**src/hw/rtl/pcxrle_pkg.sv**
```systemverilog
`timescale 1ns / 1ps

package pcxrle_pkg;

  localparam int BYTE_W    = 8;
  localparam int OFF_W     = 32;
  localparam int CFG_W     = 16;
  localparam int CFG_IDX_W = 2;
  localparam int PLANES_W  = 3;
  localparam int RUN_W     = 6;

  typedef enum logic [1:0] {
    ST_PIXEL = 2'd0,
    ST_DONE  = 2'd1,
    ST_TRUNC = 2'd2
  } status_code_t;

  typedef enum logic [CFG_IDX_W-1:0] {
    REG_BPP    = 2'd0,
    REG_PLANES = 2'd1,
    REG_KEPT   = 2'd2,
    REG_ROWS   = 2'd3
  } cfg_reg_t;

  typedef struct packed {
    logic         take;
    logic         advance;
    status_code_t kind;
  } dp_cmd_t;

  typedef struct packed {
    logic starts_place;
    logic kept;
    logic last_iter;
    logic complete;
  } dp_stat_t;

  typedef struct packed {
    logic push;
    logic close;
  } ob_cmd_t;

  typedef struct packed {
    logic [BYTE_W-1:0] pixel;
    logic [OFF_W-1:0]  offset;
    status_code_t      status;
  } result_t;

endpackage

```
**src/hw/rtl/pcxrle_ctrl.sv**
```systemverilog
`timescale 1ns / 1ps

module pcxrle_ctrl (
  input  logic               clk,
  input  logic               rst,
  input  logic               s_tvalid,
  output logic               s_tready,
  input  logic               in_eos,
  input  pcxrle_pkg::dp_stat_t dstat,
  input  logic               can_push,
  output pcxrle_pkg::dp_cmd_t  dcmd,
  output pcxrle_pkg::ob_cmd_t  ocmd
);
  import pcxrle_pkg::*;

  typedef enum logic [2:0] {
    S_IDLE,
    S_PLACE,
    S_CMPL,
    S_TRUNC,
    S_DONE
  } state_t;

  state_t state;
  state_t state_next;
  logic   stall;

  assign s_tready = (state == S_IDLE) || (state == S_DONE);
  assign stall    = dstat.kept && !can_push;

  always_comb begin
    state_next   = state;
    dcmd.take    = 1'b0;
    dcmd.advance = 1'b0;
    dcmd.kind    = ST_PIXEL;
    ocmd.push    = 1'b0;
    ocmd.close   = 1'b0;
    unique case (state)
      S_IDLE: begin
        if (s_tvalid) begin
          dcmd.take = 1'b1;
          if (in_eos) begin
            state_next = S_TRUNC;
          end else if (dstat.starts_place) begin
            state_next = S_PLACE;
          end
        end
      end
      S_PLACE: begin
        ocmd.push  = dstat.kept && can_push;
        ocmd.close = !stall && dstat.last_iter && !dstat.complete;
        if (!stall) begin
          dcmd.advance = 1'b1;
          if (dstat.complete) begin
            state_next = S_CMPL;
          end else if (dstat.last_iter) begin
            state_next = S_IDLE;
          end
        end
      end
      S_CMPL: begin
        dcmd.kind  = ST_DONE;
        ocmd.push  = can_push;
        ocmd.close = can_push;
        if (can_push) begin
          state_next = S_DONE;
        end
      end
      S_TRUNC: begin
        dcmd.kind  = ST_TRUNC;
        ocmd.push  = can_push;
        ocmd.close = can_push;
        if (can_push) begin
          state_next = S_DONE;
        end
      end
      S_DONE: begin
        state_next = S_DONE;
      end
      default: begin
        state_next = S_IDLE;
      end
    endcase
  end

  always_ff @(posedge clk) begin
    if (rst) begin
      state <= S_IDLE;
    end else begin
      state <= state_next;
    end
  end

endmodule

```
**src/hw/rtl/pcxrle_dp.sv**
```systemverilog
`timescale 1ns / 1ps

module pcxrle_dp #(
  parameter int DIM_BITS = 16
) (
  input  logic                                 clk,
  input  logic                                 rst,
  input  logic                                 cfg_we,
  input  logic [pcxrle_pkg::CFG_IDX_W-1:0]     cfg_index,
  input  logic [pcxrle_pkg::CFG_W-1:0]         cfg_data,
  input  logic [pcxrle_pkg::BYTE_W-1:0]        in_byte,
  input  logic                                 in_eos,
  input  pcxrle_pkg::dp_cmd_t                  cmd,
  output pcxrle_pkg::dp_stat_t                 stat,
  output pcxrle_pkg::result_t                  res
);
  import pcxrle_pkg::*;

  localparam int PROD_W = DIM_BITS + PLANES_W;

  logic [CFG_W-1:0]    bpp_reg;
  logic [PLANES_W-1:0] planes_reg;
  logic [CFG_W-1:0]    kept_reg;
  logic [CFG_W-1:0]    rows_reg;

  logic                run_pending;
  logic [RUN_W-1:0]    run_length;
  logic [RUN_W-1:0]    count;
  logic [BYTE_W-1:0]   byte_q;
  logic [DIM_BITS-1:0] column;
  logic [1:0]          plane;
  logic [DIM_BITS-1:0] row;
  logic [OFF_W-1:0]    row_base;

  logic [PLANES_W-1:0] planes_eff;
  logic [DIM_BITS-1:0] kept;
  logic [DIM_BITS:0]   bpp_eff;
  logic [DIM_BITS:0]   rows_eff;
  logic [DIM_BITS:0]   col_inc;
  logic [PLANES_W-1:0] plane_inc;
  logic [DIM_BITS:0]   row_inc;
  logic                col_wrap;
  logic                plane_wrap;
  logic                row_wrap;
  logic [PROD_W-1:0]   col_prod;
  logic [PROD_W-1:0]   kept_prod;
  logic [OFF_W:0]      off_sum;
  logic [OFF_W:0]      base_sum;
  logic [OFF_W-1:0]    offset;
  logic [OFF_W-1:0]    base_next;
  logic                is_prefix;

  always_comb begin
    if (planes_reg == '0) begin
      planes_eff = PLANES_W'(1);
    end else if (planes_reg > PLANES_W'(4)) begin
      planes_eff = PLANES_W'(4);
    end else begin
      planes_eff = planes_reg;
    end
  end

  assign kept     = kept_reg[DIM_BITS-1:0];
  assign bpp_eff  = (bpp_reg[DIM_BITS-1:0] == '0) ? {1'b1, {DIM_BITS{1'b0}}}
                                                 : {1'b0, bpp_reg[DIM_BITS-1:0]};
  assign rows_eff = (rows_reg[DIM_BITS-1:0] == '0) ? {1'b1, {DIM_BITS{1'b0}}}
                                                  : {1'b0, rows_reg[DIM_BITS-1:0]};

  assign col_inc    = {1'b0, column} + (DIM_BITS+1)'(1);
  assign plane_inc  = {1'b0, plane} + PLANES_W'(1);
  assign row_inc    = {1'b0, row} + (DIM_BITS+1)'(1);
  assign col_wrap   = col_inc >= bpp_eff;
  assign plane_wrap = plane_inc >= planes_eff;
  assign row_wrap   = row_inc >= rows_eff;

  assign col_prod  = {{PLANES_W{1'b0}}, column} * {{DIM_BITS{1'b0}}, planes_eff};
  assign kept_prod = {{PLANES_W{1'b0}}, kept} * {{DIM_BITS{1'b0}}, planes_eff};
  assign off_sum   = {1'b0, row_base} + (OFF_W+1)'(col_prod) + (OFF_W+1)'(plane);
  assign base_sum  = {1'b0, row_base} + (OFF_W+1)'(kept_prod);
  assign offset    = off_sum[OFF_W] ? '1 : off_sum[OFF_W-1:0];
  assign base_next = base_sum[OFF_W] ? '1 : base_sum[OFF_W-1:0];

  assign is_prefix = in_byte[BYTE_W-1:BYTE_W-2] == 2'b11;

  assign stat.starts_place = run_pending ? (run_length != '0) : !is_prefix;
  assign stat.kept         = {1'b0, column} < {1'b0, kept};
  assign stat.last_iter    = count == RUN_W'(1);
  assign stat.complete     = col_wrap && plane_wrap && row_wrap;

  assign res.status = cmd.kind;
  assign res.pixel  = (cmd.kind == ST_PIXEL) ? byte_q : '0;
  assign res.offset = (cmd.kind == ST_PIXEL) ? offset : '0;

  always_ff @(posedge clk) begin
    if (rst) begin
      bpp_reg    <= CFG_W'(1);
      planes_reg <= PLANES_W'(1);
      kept_reg   <= CFG_W'(1);
      rows_reg   <= CFG_W'(1);
    end else if (cfg_we) begin
      unique case (cfg_reg_t'(cfg_index))
        REG_BPP:    bpp_reg    <= cfg_data;
        REG_PLANES: planes_reg <= cfg_data[PLANES_W-1:0];
        REG_KEPT:   kept_reg   <= cfg_data;
        REG_ROWS:   rows_reg   <= cfg_data;
        default:    bpp_reg    <= bpp_reg;
      endcase
    end
  end

  always_ff @(posedge clk) begin
    if (rst) begin
      run_pending <= 1'b0;
      run_length  <= '0;
      count       <= '0;
      column      <= '0;
      plane       <= '0;
      row         <= '0;
      row_base    <= '0;
    end else begin
      if (cmd.take) begin
        if (in_eos) begin
          run_pending <= 1'b0;
        end else if (run_pending) begin
          run_pending <= 1'b0;
          count       <= run_length;
          byte_q      <= in_byte;
        end else if (is_prefix) begin
          run_pending <= 1'b1;
          run_length  <= in_byte[RUN_W-1:0];
        end else begin
          count  <= RUN_W'(1);
          byte_q <= in_byte;
        end
      end
      if (cmd.advance) begin
        count <= count - RUN_W'(1);
        if (col_wrap) begin
          column <= '0;
          if (plane_wrap) begin
            plane    <= '0;
            row_base <= base_next;
            row      <= row_wrap ? '0 : row_inc[DIM_BITS-1:0];
          end else begin
            plane <= plane_inc[1:0];
          end
        end else begin
          column <= col_inc[DIM_BITS-1:0];
        end
      end
    end
  end

endmodule

```
**src/hw/rtl/pcxrle_obuf.sv**
```systemverilog
`timescale 1ns / 1ps

module pcxrle_obuf (
  input  logic                  clk,
  input  logic                  rst,
  input  pcxrle_pkg::ob_cmd_t   ocmd,
  input  pcxrle_pkg::result_t   res,
  output logic                  can_push,
  output logic                  m_tvalid,
  input  logic                  m_tready,
  output pcxrle_pkg::result_t   out_res,
  output logic                  m_tlast
);
  import pcxrle_pkg::*;

  // hold keeps the newest result until it is known whether another follows
  logic    hold_v;
  logic    hold_last;
  result_t hold;
  logic    ok;

  assign ok       = !m_tvalid || m_tready;
  assign can_push = !hold_v || (!hold_last && ok);

  always_ff @(posedge clk) begin
    if (rst) begin
      hold_v   <= 1'b0;
      m_tvalid <= 1'b0;
    end else begin
      if (m_tvalid && m_tready) begin
        m_tvalid <= 1'b0;
      end
      if (hold_v && hold_last && ok) begin
        out_res  <= hold;
        m_tlast  <= 1'b1;
        m_tvalid <= 1'b1;
        hold_v   <= 1'b0;
      end else if (ocmd.push && can_push) begin
        if (hold_v) begin
          out_res   <= hold;
          m_tlast   <= 1'b0;
          m_tvalid  <= 1'b1;
          hold      <= res;
          hold_last <= ocmd.close;
        end else if (ocmd.close && ok) begin
          out_res  <= res;
          m_tlast  <= 1'b1;
          m_tvalid <= 1'b1;
        end else begin
          hold      <= res;
          hold_v    <= 1'b1;
          hold_last <= ocmd.close;
        end
      end else if (ocmd.close && hold_v) begin
        hold_last <= 1'b1;
      end
    end
  end

endmodule

```
**src/hw/rtl/pcx_rle_plane_decoder_unit.sv**
```systemverilog
`timescale 1ns / 1ps
// channel  dir  tdata (low bit up)                 tuser            tlast
// s_*      in   data_byte[7:0]                     end_of_stream    -
// m_*      out  pixel_value[7:0], dest_offset[31:0] status[1:0]     last_of_run
// cfg_*    in   cfg_data = register value, cfg_index = register index
//
// a literal byte is taken in a transfer, then placed; a run prefix is only taken
// a run of n bytes is taken, then its n bytes are placed, then a done status if the image completes inside it
// the position unit places one byte per cycle while no kept byte is held by a stalled output
// rst is synchronous and restores the register defaults and the scan position
// a stalled output holds the loop only when a kept byte or a status result has no slot

module pcx_rle_plane_decoder_unit #(
  parameter int DIM_BITS = 16
) (
  input  logic                                  clk,
  input  logic                                  rst,
  input  logic                                  cfg_we,
  input  logic [pcxrle_pkg::CFG_IDX_W-1:0]      cfg_index,
  input  logic [pcxrle_pkg::CFG_W-1:0]          cfg_data,
  input  logic                                  s_tvalid,
  output logic                                  s_tready,
  input  logic [7:0]                            s_tdata,  // data_byte
  input  logic                                  s_tuser,  // end_of_stream
  output logic                                  m_tvalid,
  input  logic                                  m_tready,
  output logic [39:0]                           m_tdata,  // pixel_value, dest_offset
  output logic [1:0]                            m_tuser,  // status
  output logic                                  m_tlast
);
  import pcxrle_pkg::*;

  dp_cmd_t  dcmd;
  dp_stat_t dstat;
  ob_cmd_t  ocmd;
  result_t  res;
  result_t  out_res;
  logic     can_push;

  pcxrle_ctrl u_ctrl (
    .clk      (clk),
    .rst      (rst),
    .s_tvalid (s_tvalid),
    .s_tready (s_tready),
    .in_eos   (s_tuser),
    .dstat    (dstat),
    .can_push (can_push),
    .dcmd     (dcmd),
    .ocmd     (ocmd)
  );

  pcxrle_dp #(
    .DIM_BITS (DIM_BITS)
  ) u_dp (
    .clk       (clk),
    .rst       (rst),
    .cfg_we    (cfg_we),
    .cfg_index (cfg_index),
    .cfg_data  (cfg_data),
    .in_byte   (s_tdata),
    .in_eos    (s_tuser),
    .cmd       (dcmd),
    .stat      (dstat),
    .res       (res)
  );

  pcxrle_obuf u_obuf (
    .clk      (clk),
    .rst      (rst),
    .ocmd     (ocmd),
    .res      (res),
    .can_push (can_push),
    .m_tvalid (m_tvalid),
    .m_tready (m_tready),
    .out_res  (out_res),
    .m_tlast  (m_tlast)
  );

  assign m_tdata = {out_res.offset, out_res.pixel};
  assign m_tuser = out_res.status;

endmodule

```
**config.mk**
```make
export PLATFORM = sky130hd
export DESIGN_NAME = pcx_rle_plane_decoder_unit
export DESIGN_NICKNAME = d
export VERILOG_FILES = /design/src/hw/rtl/pcxrle_pkg.sv /design/src/hw/rtl/pcxrle_ctrl.sv /design/src/hw/rtl/pcxrle_dp.sv /design/src/hw/rtl/pcxrle_obuf.sv /design/src/hw/rtl/pcx_rle_plane_decoder_unit.sv
export SDC_FILE = /design/constraint.sdc
export NUM_CORES = 1
export LEC_CHECK = 0
export ABC_CLOCK_PERIOD_IN_PS = 8000
export BUFFER_PORTS_ARGS = -buffer_cell sky130_fd_sc_hd__buf_2
export CORE_MARGIN = 3
export CORE_UTILIZATION = 50
export CTS_CLUSTER_SIZE = 24
export DETAILED_ROUTE_END_ITERATION = 10
export PLACE_DENSITY = 0.7
export SETUP_SLACK_MARGIN = 0.05
export SKIP_CTS_REPAIR_TIMING = 1
export SLEW_MARGIN = 15
export SYNTH_ARGS = -nofsm -noshare
export SYNTH_HDL_FRONTEND = slang
export SYNTH_SLANG_ARGS = --single-unit
```
**constraint.sdc**
```tcl
create_clock -name clk -period 8 [get_ports clk]
set_clock_uncertainty 0.05 [all_clocks]
set_input_delay 1.6 -clock clk [delete_from_list [all_inputs] [get_ports clk]]
set_output_delay 1.6 -clock clk [all_outputs]
set_load 0.01 [all_outputs]
```
==> results of run 1 <==
[worst min path at each step]
stage,from,cells past startpoint,end,slack [ns]
global route,u_dp.rows_reg[4],2,u_dp.rows_reg[4],0.45
floorplan,u_dp.bpp_reg[14],2,u_dp.bpp_reg[14],0.40
finish,u_dp.bpp_reg[11],2,u_dp.bpp_reg[11],0.42
global placement,u_dp.bpp_reg[11],2,u_dp.bpp_reg[11],0.41
detailed placement,u_dp.rows_reg[1],2,u_dp.rows_reg[1],0.41
CTS,u_dp.rows_reg[4],2,u_dp.rows_reg[4],0.42
[per-layer routing]
metal	up-vias	global-route usage	wire length (um)
met5	-	0	0
met4	0	0.07038	1235
met3	71	0.02845	2219
met2	371	0.3802	17940
met1	6146	0.3238	17650
li1	6121	-	-
[Yosys cell counts (22+ instances only)]
cell type  number  area [um2]
a21oi_1       143       715.7
and2_1         70       437.9
and3_1         27       168.9
clkbuf_1       64       240.2
dfxtp_1       135        2703
edfxtp_1       94        2823
fa_1           64        1281
ha_1          100        1251
inv_1         157       589.3
mux2_2         23       259.0
nand2_1       243       912.1
nand3_1        52       260.3
nor2_1         80       300.3
nor3_1         29       145.1
o21a_1         22       165.2
o21ai_0        71       355.3
xnor2_1        28       245.2
xor2_1         29       254.0
[cell usage in the layout, fill, tap and decap left out, drive strengths merged, types with 9 or more instances in the layout]
master,synthesis,routed
inv,157,157
a31oi,14,14
and3,27,27
edfxtp,94,94
o211ai,11,11
a21oi,146,146
nor3,32,32
ha,100,100
mux2,23,23
and2,71,71
xor2,29,29
o21a,22,22
clkinv,0,15
dfxtp,135,135
nand3,55,55
nand3b,9,9
a211o,11,11
fa,64,64
nand2,244,244
a221oi,13,13
a211oi,12,12
o21ai,77,77
nor2,82,82
mux2i,15,15
buf,15,84
a21o,20,20
nand4,13,13
clkbuf,64,28
xnor2,28,28
nor4,13,13
or3,18,18
[power by group through the flow]
stage,Sequential [mW],Combinational [mW],Clock (mW)
3_3_place_gp,1.40,0.580,0
3_5_place_dp,1.41,0.591,0
6_report,1.38,0.596,1.17
5_1_grt,1.39,0.665,1.23
4_1_cts,1.38,0.595,1.19
2_1_floorplan,1.40,0.424,0
[final cells by class]
cell class / instances / area (um2)
Inverter: 157 / 589.3
Timing Repair Buffer: 84 / 442.9
Fill cell: 2742 / 13150
Clock inverter: 20 / 158.9
Sequential cell: 229 / 5528
Multi-Input combinational cell: 1261 / 9080
Clock buffer: 28 / 679.4
Tap cell: 390 / 488.0
[critical path: stages, from the launching register on]
cell	delay (ns)
dfxtp_1	0.53
nand3_2	0.24
nor4_4	0.45
nand4_1	0.25
or2_2	0.39
xnor2_1	0.14
ha_1	0.29
nand2_1	0.06
nor2_1	0.17
a21oi_1	0.20
a21oi_1	0.38
nand3_2	0.78
nor2_2	0.92
a221oi_1	0.18
[cells by family (layout without fill, tap and decap cells)]
| family | count (synthesis) | after routing | synth area share |
|---|---|---|---|
| XOR/XNOR | 57 | 57 | 0.03222 |
| AND/OR/NAND/NOR | 604 | 604 | 0.1920 |
| adder cells (fa/ha/maj) | 164 | 164 | 0.1634 |
| multiplexers | 38 | 38 | 0.02640 |
| flip-flops | 229 | 229 | 0.3566 |
| buffers and inverters | 236 | 289 | 0.05886 |
| AO/OA/AOI/OAI | 398 | 398 | 0.1705 |
[per-stage QoR]
step / utilization / instance area, um2
after CTS: 0.5634 / 16970
after floorplan: - / 15500
final: 0.5635 / 16970
after global routing: 0.5635 / 16970
after detailed placement: 0.5356 / 16130
after global placement: 0.5356 / 16130
==> results.cfg, run 1 <==
[die]
io_pins = 77
die_h_um = 182.0
die_area_mm2 = 0.03314
initial_utilization = 0.5146
num_rows = 63
die_w_um = 182.0
core_region_area_mm2 = 0.03011

[sta]
rsz0062_at_grt = no
hold_violations = 0
max_freq_ghz = 0.1908
min_period_ns = 5.241
finalCritPeriodShare = 0.6551
report.final.slew_viol_count = 0
fin_setup_tns_ns = 0
setup_viol = 0
worst_slack_ns = 2.759
worst_pin_slew_ns = 1.114
relSlewSlack = 0.2551
holdWs_ns = 0.4239

[clock_network]
cts_sinks = 229
htree_levels = 1
ctsLongestPathBuffers = 3
cts_buffers = 26
clkLatencyLatePin_ns = 0.54
cts.reportedPaths.clkPinSlew_ns = 0.06
cts_tree = built
cts_root_buf = clkbuf_16

[worst_setup_path]
timing.rr.end = u_dp.row_base[11]
regToRegStartpoint = u_dp.column[2]
worst-path-max-fanout = 37
crit_start = u_dp.column[2]
reg2reg_setup_slack_ns = 2.76
arrival_ns = 5.55
cp-start-kind = flop
reg2reg_depth = 13
critPathRequiredTime_ns = 8.31
crit_type = reg2reg
worstSetupEndpointType = flop
critPathCapture = u_dp.row_base[11]

[pwr]
clkPwrFrac = 0.372
p_leak_nw = 7.046
switching_power_mw = 0.9438
p_total_mw = 3.150
internal_power_mw = 2.206
pwr_density_cell_mw_per_mm2 = 185.6
power.share.sequential = 0.439
p_comb_frac = 0.189
ir_drop_uv = 175.7
switching_share = 0.2996

[route]
num_vias = 12709
drtPass1Iterations = 5
routed_via_density = 5.859
route.detailed.drc = 0
antenna_left = 0
drt-wirelength-per-cell_um = 18.00
wl_mm = 39.05
drtIter0Drc = 1060

[placed_design]
place_congestion = 0.9087
dp_hpwl_mm = 28.95
pre_cts_ws_ns = 2.401
port_buffers = 76
dp_cells = 2121

[logic_synthesis]
avgSynthCellArea_um2 = 8.978
synthesis.nets = 1922
async_flop_share = 0
ys_warn_count = 0
synth_edf_count = 94
synth_cells = 1726
synth_cell_type_count = 91
yosysSeqAreaShare = 0.3566
ys.flop_type = dfxtp_1
synth-seq-cells = 229
syn_area_mm2 = 0.01550

[global_routing]
grt_overflow = 0
grt_max_degree = 88
grt_pass1_wl_mm = 63.91
grt_antenna_before_repair = 0
grt_usage = 0.2322
grt_pass1_vias = 12404

[job]
drv_cap = 0

[finish]
final_cells = 2169
layout-drive-gt1-share = 0.1057
syn_to_final_growth_pct = 9.487
final_nets = 1955
largestRegisters = u_obuf.hold: 42 flops, u_obuf.out_res: 42 flops, u_dp.row_base: 32 flops
num_antenna_cells = 0

[outcome]
status = complete, no violations

[min_path]
hp-class = reg2reg
Note: power is estimated with default switching activity, not from simulation.
==> run 2: changes to the inputs <==
Settings changed: ABC_AREA set to 1, ABC_CLOCK_PERIOD_IN_PS 8000 to 4850, PLACE_DENSITY 0.7 to 0.67.
Clock period 8 ns to 4.85 ns, I/O delays scaled along.
==> results.cfg, run 2 <==
[pwr]
internal_power_mw = 4.340
p_leak_nw = 8.227
clkPwrFrac = 0.293
switching_power_mw = 2.535
ir_drop_uv = 296.6
p_comb_frac = 0.332
power.share.sequential = 0.374
pwr_density_cell_mw_per_mm2 = 392.3
switching_share = 0.3687

[clock_network]
htree_levels = 1
ctsLongestPathBuffers = 3
cts_tree = built
cts.reportedPaths.clkPinSlew_ns = 0.06
cts_root_buf = clkbuf_16
cts_sinks = 229
cts_buffers = 27
clkLatencyLatePin_ns = 0.53

[logic_synthesis]
synth_top_area_share = 0.1774
async_flop_share = 0
synthesis.nets = 2269
syn_area_mm2 = 0.01591
synth_cell_type_count = 52
post-synth-top-count-cell = nand2_1
yosysSeqAreaShare = 0.3473
synth-seq-cells = 229
post-synth-top-area-cell = edfxtp_1
ys.flop_type = dfxtp_1
avgSynthCellArea_um2 = 7.674
synth_edf_count = 94
ys_warn_count = 0
yosys-top-cells-area = edfxtp_1 (18%), dfxtp_1 (17%), nand2_1 (11%)
yosys-top-cells-count = nand2_1 (475), inv_1 (326), nor2_1 (170)
synth_cells = 2073

[global_routing]
grt_pass1_vias = 12937
grt_overflow = 0
grt_usage = 0.2365
grt_pass1_wl_mm = 66.20
grt_max_degree = 64
grt_antenna_before_repair = 0

[finish]
multi_input_area_mm2 = 0.008811
layout-drive-gt1-share = 0.09595
final_cells = 2543
syn_to_final_growth_pct = 10.15
regArea_mm2 = 0.005527
final_nets = 2324
layout_common_cells = nand2_1 (475), inv_1 (325), nor2_1 (169)
largestRegisters = u_obuf.hold: 42 flops, u_obuf.out_res: 42 flops, u_dp.row_base: 32 flops
num_antenna_cells = 0
fill_cells = 2891
final_common_cell = nand2_1

[worst_setup_path]
worstSetupEndpointType = flop
regToRegStartpoint = u_dp.column[1]
arrival_ns = 4.60
worst-path-max-fanout = 43
cp-start-kind = flop
crit_type = reg2reg
critPathRequiredTime_ns = 5.00
crit_start = u_dp.column[1]

[die]
io_pins = 77
initial_utilization = 0.5134
die_w_um = 184.4
die_area_mm2 = 0.03399
die_h_um = 184.4
core_region_area_mm2 = 0.03099
num_rows = 64

[route]
routed_via_density = 5.316
drtIter0Drc = 1058
route.detailed.drc = 0
antenna_left = 0
num_vias = 13518
drtPass1Iterations = 6
drt-wirelength-per-cell_um = 15.79
wl_mm = 40.16

[sta]
finalCritPeriodShare = 0.9160
setup_viol = 0
hold_violations = 0
fin_setup_tns_ns = 0
worst_pin_slew_ns = 1.039
rsz0062_at_grt = no
relSlewSlack = 0.3064
report.final.slew_viol_count = 0
max_freq_ghz = 0.2251
min_period_ns = 4.443

[outcome]
status = complete, no violations

[min_path]
hp-class = reg2reg
min-delay-start = u_dp.count[0]

[placed_design]
port_buffers = 76
place_congestion = 0.9157
dp_hpwl_mm = 30.51
dp_cells = 2493

[job]
drv_cap = 0
run 2: cell count changes in the layout (fill, tap and decap cells not counted), sizes merged, moves of 13 or more:
cell,previous run,this run
a21oi,146,170
a221oi,13,0
and3,27,0
mux2i,15,0
nand3,55,100
inv,157,334
or3,18,0
and2,71,1
nand2,244,482
o21a,22,4
a22oi,1,14
mux2,23,0
o21ai,77,134
nor2,82,183
run 2: path summary, 6_finish.rpt:
| path | endpoint | cells after the start | slack, ns |
|---|---|---|---|
| worst max-delay path | u_obuf.out_res[10] | 21 | 0.41 |
| worst min-delay path | u_dp.count[0] | 1 | 0.41 |
| worst max register to register | u_obuf.out_res[10] | 21 | 0.41 |
| worst min register to register | u_dp.count[0] | 1 | 0.41 |
run 2: per-stage QoR:
| stage | setup slack, ns | power (mW) | instance area (um2) | util | hold slack [ns] |
|---|---|---|---|---|---|
| 3_5_place_dp | 0.4047 | 4.878 | 16630 | 0.5366 | 0.4090 |
| 6_report | 0.4074 | 6.875 | 17520 | 0.5654 | 0.4120 |
| 3_3_place_gp | 0.4059 | 4.818 | 16630 | 0.5366 | 0.3984 |
| 2_1_floorplan | 0.2538 | 4.212 | 15910 | - | 0.3841 |
| 4_1_cts | 0.3357 | 6.912 | 17500 | 0.5647 | 0.4179 |
| 5_1_grt | 0.05058 | 7.347 | 17520 | 0.5654 | 0.4434 |
run 2: final cells by class:
cell class	instances	area share
clock buffer	34	0.04120
timing repair buffer	94	0.03156
inverter	336	0.07219
multi-input combinational	1440	0.5028
clock inverter	14	0.008568
sequential	229	0.3154
tap	396	0.02828
run 2: power by group through the flow:
stage	registers [mW]	clock network, mW	logic [mW]
floorplan	2.60	0	1.61
global placement	2.61	0	2.21
detailed placement	2.61	0	2.26
CTS	2.57	2.06	2.28
global route	2.61	2.14	2.60
finish	2.57	2.02	2.28
run 2: critical path, cell delays in order, from the launching register on:
cell and delay [ns]:
dfxtp_1 0.50, ha_1 0.25, nand2_1 0.09, nor3_2 0.19, nand2_1 0.09, nor2_2 0.12, nand3_1 0.15, nor3_2 0.19
nand2_1 0.09, xor2_1 0.31, ha_1 0.31, a21o_1 0.16, nand2_1 0.05, nand2_1 0.07, nor2_1 0.13, nand3_2 0.20
nand2_1 0.16, nor2_1 0.09, o21bai_2 0.25, nand2_1 0.16, a21oi_4 0.19, buf_12 0.27
run 2: cell families (layout without fill, tap and decap cells):
logic type               Yosys count  in the layout  share of synthesized area
AND/OR/NAND/NOR                  834            834                     0.2240
AO/OA/AOI/OAI                    378            378                     0.1343
adder cells (fa/ha/maj)          164            164                     0.1592
flip-flops                       229            229                     0.3473
XOR/XNOR                          64             64                    0.03523
buffers and inverters            404            478                    0.09996
run 2: routing by layer:
metal / part of all wire / track usage / vias to the layer above
met3: 0.046 / 0.03138 / 51
met5: 0 / 0 / -
met2: 0.45 / 0.3915 / 309
li1: - / - / 6822
met4: 0.022 / 0.05473 / 0
met1: 0.48 / 0.3316 / 6336
